`src/sv/nat_port_pool_allocator_macros.svh`:
```
// Assertion macros for the port pool allocator.
`ifndef NAT_PORT_POOL_ALLOCATOR_MACROS_SVH
`define NAT_PORT_POOL_ALLOCATOR_MACROS_SVH

`ifndef SYNTHESIS
// same-cycle implication
`define NPPA_ASSERT_IMP(lbl, clk, rstn, ante, cons) \
	lbl: assert property (@(posedge clk) disable iff (!rstn) (ante) |-> (cons)) \
		else $error("nppa check failed");
// next-cycle implication
`define NPPA_ASSERT_NXT(lbl, clk, rstn, ante, cons) \
	lbl: assert property (@(posedge clk) disable iff (!rstn) (ante) |=> (cons)) \
		else $error("nppa check failed");
`else
`define NPPA_ASSERT_IMP(lbl, clk, rstn, ante, cons)
`define NPPA_ASSERT_NXT(lbl, clk, rstn, ante, cons)
`endif

`endif

```
`src/sv/nppa_pkg.sv`:
```
package nppa_pkg;

	localparam int POOL_SIZE = 1024;
	localparam int BASE_W    = 16;
	localparam int SO_W      = 10;
	localparam int CNT_OUT_W = 11;
	localparam int WORD_W    = 32;
	localparam int BIT_W     = $clog2(WORD_W);
	localparam int NWORDS    = (POOL_SIZE + WORD_W - 1) / WORD_W;
	localparam int WA_W      = (NWORDS > 1) ? $clog2(NWORDS) : 1;
	localparam int IDX_W     = WA_W + BIT_W;
	localparam int CNT_W     = $clog2(POOL_SIZE + 1);
	localparam int CFG_A_W   = 1;

	localparam logic [BASE_W-1:0] BASE_RESET = 16'd49152;

	// register indexes
	localparam logic [CFG_A_W-1:0] REG_BASE_PORT    = 1'b0;
	localparam logic [CFG_A_W-1:0] REG_START_OFFSET = 1'b1;

	// actions
	localparam logic ACT_ALLOC   = 1'b0;
	localparam logic ACT_RELEASE = 1'b1;

	// status codes
	localparam logic [1:0] ST_ALLOCATED = 2'd0;
	localparam logic [1:0] ST_FULL      = 2'd1;
	localparam logic [1:0] ST_RELEASED  = 2'd2;
	localparam logic [1:0] ST_IGNORED   = 2'd3;

	typedef struct packed {
		logic              re;
		logic [WA_W-1:0]   raddr;
		logic              we;
		logic [WA_W-1:0]   waddr;
		logic [WORD_W-1:0] wdata;
	} nppa_mem_req_t;

	typedef struct packed {
		logic [BASE_W-1:0] granted_port;
		logic [1:0]        status;
		logic [CNT_W-1:0]  ports_in_use;
	} nppa_res_t;

	// bits of a word that fall past the end of the pool read as used
	function automatic logic [WORD_W-1:0] tail_mask(input logic [WA_W-1:0] w);
		logic [WORD_W-1:0] m;
		m = '0;
		for (int i = 0; i < WORD_W; i++) begin
			if (int'(w) * WORD_W + i >= POOL_SIZE)
				m[i] = 1'b1;
		end
		return m;
	endfunction

	// lowest clear bit; found flag in the top bit
	function automatic logic [BIT_W:0] find_zero(input logic [WORD_W-1:0] v);
		logic [BIT_W:0] r;
		r = '0;
		for (int i = WORD_W - 1; i >= 0; i--) begin
			if (!v[i])
				r = {1'b1, BIT_W'(i)};
		end
		return r;
	endfunction

endpackage

```
`src/sv/nppa_map_ram.sv`:
```
module nppa_map_ram (
	input  logic                        clk,
	input  logic                        arst_n,
	input  nppa_pkg::nppa_mem_req_t     req,
	output logic [nppa_pkg::WORD_W-1:0] rd_data
);
	import nppa_pkg::*;

	logic [WORD_W-1:0] mem [NWORDS];
	logic [NWORDS-1:0] vld_q;
	logic [WORD_W-1:0] rdata_q;
	logic              rvld_q;

	// rows never written since reset read as all free
	always_ff @(posedge clk or negedge arst_n) begin
		if (!arst_n) begin
			vld_q  <= '0;
			rvld_q <= 1'b0;
		end else begin
			if (req.we)
				vld_q[req.waddr] <= 1'b1;
			if (req.re)
				rvld_q <= vld_q[req.raddr];
		end
	end

	always_ff @(posedge clk) begin
		if (req.we)
			mem[req.waddr] <= req.wdata;
		if (req.re)
			rdata_q <= mem[req.raddr];
	end

	assign rd_data = rvld_q ? rdata_q : '0;

endmodule

```
`src/sv/nppa_ctrl.sv`:
```
`include "nat_port_pool_allocator_macros.svh"

module nppa_ctrl (
	input  logic                          clk,
	input  logic                          arst_n,
	input  logic                          in_valid,
	output logic                          in_ready,
	input  logic                          action,
	input  logic [nppa_pkg::BASE_W-1:0]   release_port,
	input  logic [nppa_pkg::BASE_W-1:0]   base_port,
	input  logic                          so_we,
	input  logic [nppa_pkg::SO_W-1:0]     so_val,
	output nppa_pkg::nppa_mem_req_t       mem_req,
	input  logic [nppa_pkg::WORD_W-1:0]   rd_data,
	output logic                          res_valid,
	input  logic                          res_ready,
	output nppa_pkg::nppa_res_t           res
);
	import nppa_pkg::*;

	localparam logic [1:0] S_IDLE = 2'd0;
	localparam logic [1:0] S_SCAN = 2'd1;
	localparam logic [1:0] S_REL  = 2'd2;
	localparam logic [1:0] S_RESP = 2'd3;

	logic [1:0]       state_q, state_d;
	logic [IDX_W-1:0] search_q;
	logic [CNT_W-1:0] cnt_q;
	logic [WA_W-1:0]  word_q, word_d;
	logic [BIT_W-1:0] bit_q, bit_d;
	logic             first_q, first_d;
	nppa_res_t        res_q, res_d;

	logic              acc;
	logic              full;
	logic [BASE_W-1:0] off;
	logic              in_pool;
	logic [IDX_W-1:0]  off_idx;
	logic [WORD_W-1:0] masked;
	logic [BIT_W:0]    ffz;
	logic [IDX_W-1:0]  hit_idx;
	logic [WA_W-1:0]   word_nxt;
	logic              grant, free_it;

	assign in_ready = (state_q == S_IDLE);
	assign acc      = in_valid && in_ready;
	assign full     = (cnt_q == CNT_W'(POOL_SIZE));
	assign off      = release_port - base_port;
	assign in_pool  = ({1'b0, off} < (BASE_W+1)'(POOL_SIZE));
	assign off_idx  = IDX_W'(off);

	// bits below the start bit in the first visited word count as used
	assign masked   = rd_data | tail_mask(word_q)
		| (first_q ? ~({WORD_W{1'b1}} << bit_q) : '0);
	assign ffz      = find_zero(masked);
	assign hit_idx  = {word_q, ffz[BIT_W-1:0]};
	assign word_nxt = (word_q == WA_W'(NWORDS - 1)) ? '0 : word_q + 1'b1;

	assign grant    = (state_q == S_SCAN) && ffz[BIT_W];
	assign free_it  = (state_q == S_REL) && rd_data[bit_q];

	always_comb begin
		state_d = state_q;
		word_d  = word_q;
		bit_d   = bit_q;
		first_d = first_q;
		res_d   = res_q;
		mem_req = '0;
		unique case (state_q)
			S_IDLE: begin
				if (acc) begin
					res_d.granted_port = '0;
					res_d.ports_in_use = cnt_q;
					if (action == ACT_ALLOC) begin
						if (full) begin
							res_d.status = ST_FULL;
							state_d      = S_RESP;
						end else begin
							word_d        = search_q[IDX_W-1:BIT_W];
							bit_d         = search_q[BIT_W-1:0];
							first_d       = 1'b1;
							mem_req.re    = 1'b1;
							mem_req.raddr = search_q[IDX_W-1:BIT_W];
							state_d       = S_SCAN;
						end
					end else begin
						if (in_pool) begin
							word_d        = off_idx[IDX_W-1:BIT_W];
							bit_d         = off_idx[BIT_W-1:0];
							mem_req.re    = 1'b1;
							mem_req.raddr = off_idx[IDX_W-1:BIT_W];
							state_d       = S_REL;
						end else begin
							res_d.status = ST_IGNORED;
							state_d      = S_RESP;
						end
					end
				end
			end
			S_SCAN: begin
				if (ffz[BIT_W]) begin
					mem_req.we         = 1'b1;
					mem_req.waddr      = word_q;
					mem_req.wdata      = rd_data | (WORD_W'(1) << ffz[BIT_W-1:0]);
					res_d.granted_port = base_port + BASE_W'(hit_idx);
					res_d.status       = ST_ALLOCATED;
					res_d.ports_in_use = cnt_q + 1'b1;
					state_d            = S_RESP;
				end else begin
					// wraps back to the start word with the full mask
					word_d        = word_nxt;
					first_d       = 1'b0;
					mem_req.re    = 1'b1;
					mem_req.raddr = word_nxt;
				end
			end
			S_REL: begin
				if (free_it) begin
					mem_req.we         = 1'b1;
					mem_req.waddr      = word_q;
					mem_req.wdata      = rd_data & ~(WORD_W'(1) << bit_q);
					res_d.status       = ST_RELEASED;
					res_d.ports_in_use = cnt_q - 1'b1;
				end else begin
					res_d.status = ST_IGNORED;
				end
				state_d = S_RESP;
			end
			S_RESP: begin
				if (res_ready)
					state_d = S_IDLE;
			end
			default: state_d = S_IDLE;
		endcase
	end

	always_ff @(posedge clk or negedge arst_n) begin
		if (!arst_n) begin
			state_q  <= S_IDLE;
			search_q <= '0;
			cnt_q    <= '0;
		end else begin
			state_q <= state_d;
			if (so_we)
				search_q <= IDX_W'(so_val % POOL_SIZE);
			else if (grant)
				search_q <= (hit_idx == IDX_W'(POOL_SIZE - 1)) ? '0 : hit_idx + 1'b1;
			if (grant)
				cnt_q <= cnt_q + 1'b1;
			else if (free_it)
				cnt_q <= cnt_q - 1'b1;
		end
	end

	always_ff @(posedge clk) begin
		word_q  <= word_d;
		bit_q   <= bit_d;
		first_q <= first_d;
		res_q   <= res_d;
	end

	assign res_valid = (state_q == S_RESP);
	assign res       = res_q;

	`NPPA_ASSERT_IMP(a_cnt_bound, clk, arst_n, 1'b1, cnt_q <= CNT_W'(POOL_SIZE))
	`NPPA_ASSERT_IMP(a_scan_not_full, clk, arst_n, state_q == S_SCAN, !full)
	`NPPA_ASSERT_IMP(a_no_accept_busy, clk, arst_n, res_valid, !in_ready)
	`NPPA_ASSERT_IMP(a_rw_words_differ, clk, arst_n, mem_req.we && mem_req.re,
		mem_req.waddr != mem_req.raddr)
	`NPPA_ASSERT_NXT(a_grant_resp, clk, arst_n, grant, res_valid)

endmodule

```
`src/sv/nat_port_pool_allocator.sv`:
```
// Port pool allocator, next-fit over a word-wide bitmap memory (32 ports per word).
// Pool full and out-of-pool release are answered from the idle state; a release reads one
// bitmap word; an allocate inspects k bitmap words (1..NWORDS+1), wrapping past the last word.
// One item at a time: next beat is taken once the result has left for the output register;
// the bitmap memory has one read and one write port, and the scan reads one word at a time.
// Async reset: bitmap reads all free at once (row valid bits), count 0, search index 0.
module nat_port_pool_allocator (
	input  logic        clk,
	input  logic        arst_n,
	input  logic        s_tvalid,
	output logic        s_tready,
	input  logic [15:0] s_tdata,   // release_port
	input  logic        s_tuser,   // action
	output logic        m_tvalid,
	input  logic        m_tready,
	output logic [31:0] m_tdata,   // granted_port[15:0], ports_in_use[26:16], zero fill
	output logic [1:0]  m_tuser,   // status
	input  logic        cfg_we,
	input  logic        cfg_addr,
	input  logic [15:0] cfg_data
);
	import nppa_pkg::*;

	logic [BASE_W-1:0]  base_q;
	nppa_mem_req_t      mem_req;
	logic [WORD_W-1:0]  rd_data;
	logic               res_valid, res_ready;
	nppa_res_t          res;
	logic               so_we;

	logic               out_valid_q;
	logic [BASE_W-1:0]  out_port_q;
	logic [1:0]         out_status_q;
	logic [CNT_OUT_W-1:0] out_cnt_q;

	assign so_we = cfg_we && (cfg_addr == REG_START_OFFSET);

	always_ff @(posedge clk or negedge arst_n) begin
		if (!arst_n)
			base_q <= BASE_RESET;
		else if (cfg_we && cfg_addr == REG_BASE_PORT)
			base_q <= cfg_data;
	end

	nppa_map_ram u_ram (
		.clk     (clk),
		.arst_n  (arst_n),
		.req     (mem_req),
		.rd_data (rd_data)
	);

	nppa_ctrl u_ctrl (
		.clk          (clk),
		.arst_n       (arst_n),
		.in_valid     (s_tvalid),
		.in_ready     (s_tready),
		.action       (s_tuser),
		.release_port (s_tdata),
		.base_port    (base_q),
		.so_we        (so_we),
		.so_val       (cfg_data[SO_W-1:0]),
		.mem_req      (mem_req),
		.rd_data      (rd_data),
		.res_valid    (res_valid),
		.res_ready    (res_ready),
		.res          (res)
	);

	// output register decouples the result from the next search
	assign res_ready = !out_valid_q || m_tready;

	always_ff @(posedge clk or negedge arst_n) begin
		if (!arst_n)
			out_valid_q <= 1'b0;
		else if (res_ready)
			out_valid_q <= res_valid;
	end

	always_ff @(posedge clk) begin
		if (res_ready && res_valid) begin
			out_port_q   <= res.granted_port;
			out_status_q <= res.status;
			out_cnt_q    <= CNT_OUT_W'(res.ports_in_use);
		end
	end

	assign m_tvalid = out_valid_q;
	assign m_tdata  = {5'd0, out_cnt_q, out_port_q};
	assign m_tuser  = out_status_q;

endmodule
```
`config.mk`:
```
export PLATFORM = sky130hd
export DESIGN_NAME = nat_port_pool_allocator
export DESIGN_NICKNAME = d
export VERILOG_FILES = /design/src/sv/nppa_pkg.sv /design/src/sv/nppa_map_ram.sv /design/src/sv/nppa_ctrl.sv /design/src/sv/nat_port_pool_allocator.sv
export VERILOG_INCLUDE_DIRS = /design/src /design/src/sv
export SDC_FILE = /design/constraint.sdc
export NUM_CORES = 1
export LEC_CHECK = 0
export ABC_AREA = 1
export BUFFER_PORTS_ARGS = -buffer_cell sky130_fd_sc_hd__buf_2
export CAP_MARGIN = 20
export CORE_MARGIN = 1
export CORE_UTILIZATION = 63
export DETAILED_ROUTE_END_ITERATION = 8
export PLACE_DENSITY = 0.8
export SETUP_SLACK_MARGIN = 0.4
export SYNTH_ARGS = -nofsm -noshare
export SYNTH_HDL_FRONTEND = slang
export SYNTH_SLANG_ARGS = --single-unit
```
`constraint.sdc`:
```
create_clock -name clk -period 6.2 [get_ports clk]
set_input_delay 1.24 -clock clk [delete_from_list [all_inputs] [get_ports clk]]
set_output_delay 1.24 -clock clk [all_outputs]
set_load 0.01 [all_outputs]
```
==> results.md <==
* Power Total at 21900 uW
* Critical path class: reg -> reg
* Initial antenna violation count at 4
* CTS tree: yes
* Synthesis Warnings at 0
* Number of global-route vias before repair at 35500
* WL/cell at 24.6 um
* Clk_lat worst skew at 0.70 ns
* Slew HR at 29.1%
* DRC at 0
* Area Overhead vs Synth at 11.4%
* Fraction of layout cells with a size suffix above 1 at 15.9%
* Ys flop type: edfxtp_1
* Buffers & Inverters on Critical Path at 5
* Synth cell count leaders: 1125 x edfxtp_1, 600 x nand2_1, 473 x nand3_1
* Initial Utilization at 63.9%
* Slowest cell on crit path: edfxtp_1
* Power share of the combinational group at 22.5%
* Crit path time final at 5.32 ns
* Post-DRT Antenna Nets at 0
* Core area at 82500 sq um
* DP HPWL at 78.1 mm
* PD cells at 372 nW/um^2
* Clk network pwr share at 30.6%
* Status: finished clean
* FF/Latch Area at 35600 sq um
* Worst path max stage delay at 0.53 ns
* Top post-synthesis cells by area: edfxtp_1 64%, nand3_1 4.5%, nand2_1 4.3%, o211ai_1 4.1%, dfrtp_1 3.4%
* Placement Cell Area at 55100 sq um
* Die Footprint at 84900 sq um
* Post-CTS Hold Fix Bufs at 0
* CP Launch Type: register
* First-pass GRT wire length at 210 mm
* Fin util at 71.2%
* Gr ovfl total at 0
* Max Fanout on Critical Path at 14
* Cell Area, Synth at 52700 sq um
* Initial DRC count at 4710
* Crit path max-delay family: simple AND/OR/NAND/NOR gates
* Avg Inst Size Synth at 11.8 sq um
* CP Data Arrival Time at 5.75 ns
* Vias per Instance at 6.46
* Root Driver: clkbuf_16
* Clk buf depth at 3
* Post-synthesis cell type count at 61
* Leading area contributor after synthesis: edfxtp_1
* TritonRoute pass-1 iters at 6
* RePlAce Congestion at 0.965
* Max Slew Vio Count at 0
* Final WL at 140 mm
* Hold Path Class: reg -> reg
* Fin crit share at 85.7%
* Die height at 291 um
* Int Power at 15100 uW
* Final-layout fill cell count at 5377
* Final nets at 4611
* Max-cap viol count at 0
* Yosys reg bits at 1198
* Final instance area at 58800 sq um
* CP required at 6.63 ns
* I/O Pins at 75
* Leakage Power at 0.0212 uW
* Asr flop ratio synth at 6.09%
* Final hold vios at 0
* Most frequent cell after synthesis: edfxtp_1
* Area occupied by multi-input gates at 15300 sq um
* CTS Buf Count at 114
* Row count at 105
* Crit. End Element: register
* Setup WS post-layout at 0.885 ns
* EDFF count, synth at 1125
* Clock Pin Slew Worst Setup and Hold Paths at 0.06 ns
* Clock Skew at 0.0205 ns
* GRT Util Overall at 32.9%
* Pin count of the biggest net entering global routing at 173
* Worst-margin pin slew at 1.06 ns
* Pre-CTS WS at 0.721 ns
* Top cell by count, worst path: nand2_1
* Post-synthesis sequential area ratio at 67.5%
* Max rail drop VDD at 0.296 mV
* Die X at 291 um
* RSZ-0062 raised after global routing: false
* Flop pwr share at 46.9%
* # setup viols final at 0
* Sw Ratio at 30.8%
* H-tree lvl count at 3
* # clock sinks at 1198
* Cells after Synth at 4467
* Vias at 36700
* Sw power at 6740 uW
* Synth top area share at 64.1%
* Setup TNS at 0 ns
* Fmax at 188 MHz
* I/O Buffers at 69
==> state kept, by name, indices dropped and copies added, names as in the netlist <==
| register | cells |
|---|---|
| m_tuser | 2 |
| u_ctrl.state_q | 2 |
| u_ctrl.search_q | 10 |
| u_ctrl.res | 29 |
| u_ram.rdata_q | 32 |
| m_tvalid | 1 |
| u_ctrl.cnt_q | 11 |
| u_ram.vld_q | 32 |
| u_ram.mem | 1024 |
| out_cnt_q | 11 |
| u_ctrl.first_q | 1 |
| u_ram.rvld_q | 1 |
| u_ctrl.word_q | 5 |
| u_ctrl.bit_q | 5 |
| out_port_q | 16 |
| base_q | 16 |
==> per-stage QoR <==
stage | cells | hold WS, ns
final | 5686 | 0.415
after global routing | 5684 | 0.418
after CTS | 5674 | 0.418
after detailed placement | 5473 | 0.405
after global placement | 5473 | 0.401
after floorplan | 4471 | 0.400
==> logic make-up (layout without fill, tap and decap cells) <==
kind of cell / count (synthesis) / after routing / share of synthesized area, %
buf+inv: 485 / 628 / 4.31
mux: 1 / 1 / 0.0214
other cells: 1 / 7 / 0.00711
flops: 1198 / 1198 / 67.5
xor+xnor: 22 / 22 / 0.365
compound gates: 800 / 800 / 10.0
simple gates: 1917 / 1917 / 16.7
fa+ha+maj: 43 / 43 / 1.05
==> final cells by class <==
class,count,share of cell area (%)
Sequential cell,1198,60.6
Multi-Input combinational cell,2788,26.1
Clock buffer,147,5.18
Timing Repair Buffer,218,3.58
Tap cell,1070,2.28
Inverter,209,1.36
Clock inverter,54,0.863
Antenna cell,2,0.00852
==> cell usage in the layout (no fill, tap or decap), drive strengths merged, types with 5 or more instances in the layout <==
cell / n
nor2: 473
nand4: 17
ha: 41
clkinv: 44
a211oi: 7
a21oi: 89
nand2: 605
edfxtp: 1125
xor2: 16
a31oi: 5
a221oi: 13
o221ai: 11
o211ai: 328
o22ai: 12
inv: 208
o311ai: 16
nor3: 16
clkbuf: 147
xnor2: 6
buf: 218
bufinv: 8
or2: 324
nand3: 474
o21ai: 297
dfrtp: 71
conb: 5
==> path summary, 6_finish.rpt <==
| check | start | endpoint | slack [ns] | cells past startpoint |
|---|---|---|---|---|
| min in group asynchronous | arst_n | base_q[11] | 0.74 | 1 |
| setup / recovery | u_ctrl.first_q | u_ctrl.res[27] | 0.88 | 51 |
| hold / removal | u_ctrl.res[13] | out_port_q[0] | 0.42 | 0 |
| hold reg to reg | u_ctrl.res[13] | out_port_q[0] | 0.42 | 0 |
| setup reg to reg | u_ctrl.first_q | u_ctrl.res[27] | 0.88 | 51 |
| max in group asynchronous | arst_n | u_ram.rvld_q | 4.72 | 1 |
==> power by group through the flow <==
stage | logic [uW] | clock network, uW | registers (uW)
after floorplan | 3000 | 0 | 10400
after global placement | 4660 | 0 | 10400
after detailed placement | 4750 | 0 | 10400
after CTS | 4800 | 6720 | 10300
after global routing | 5330 | 7030 | 10300
final | 4920 | 6690 | 10300
==> timing repair <==
item / 4_1_cts / 5_1_grt
setup endpoints to repair: 0 / 5
resized for setup: 0 / 7
setup buffers: 0 / 10
==> metal layers <==
metal	share of wire [%]	wire length [um]	track usage, %
met5	0.0086	12	0
met3	10	14600	5.41
met2	47	66300	52.7
met1	38	53500	45.0
met4	3.9	5500	13.7
Power figures use the tool's default switching activity.
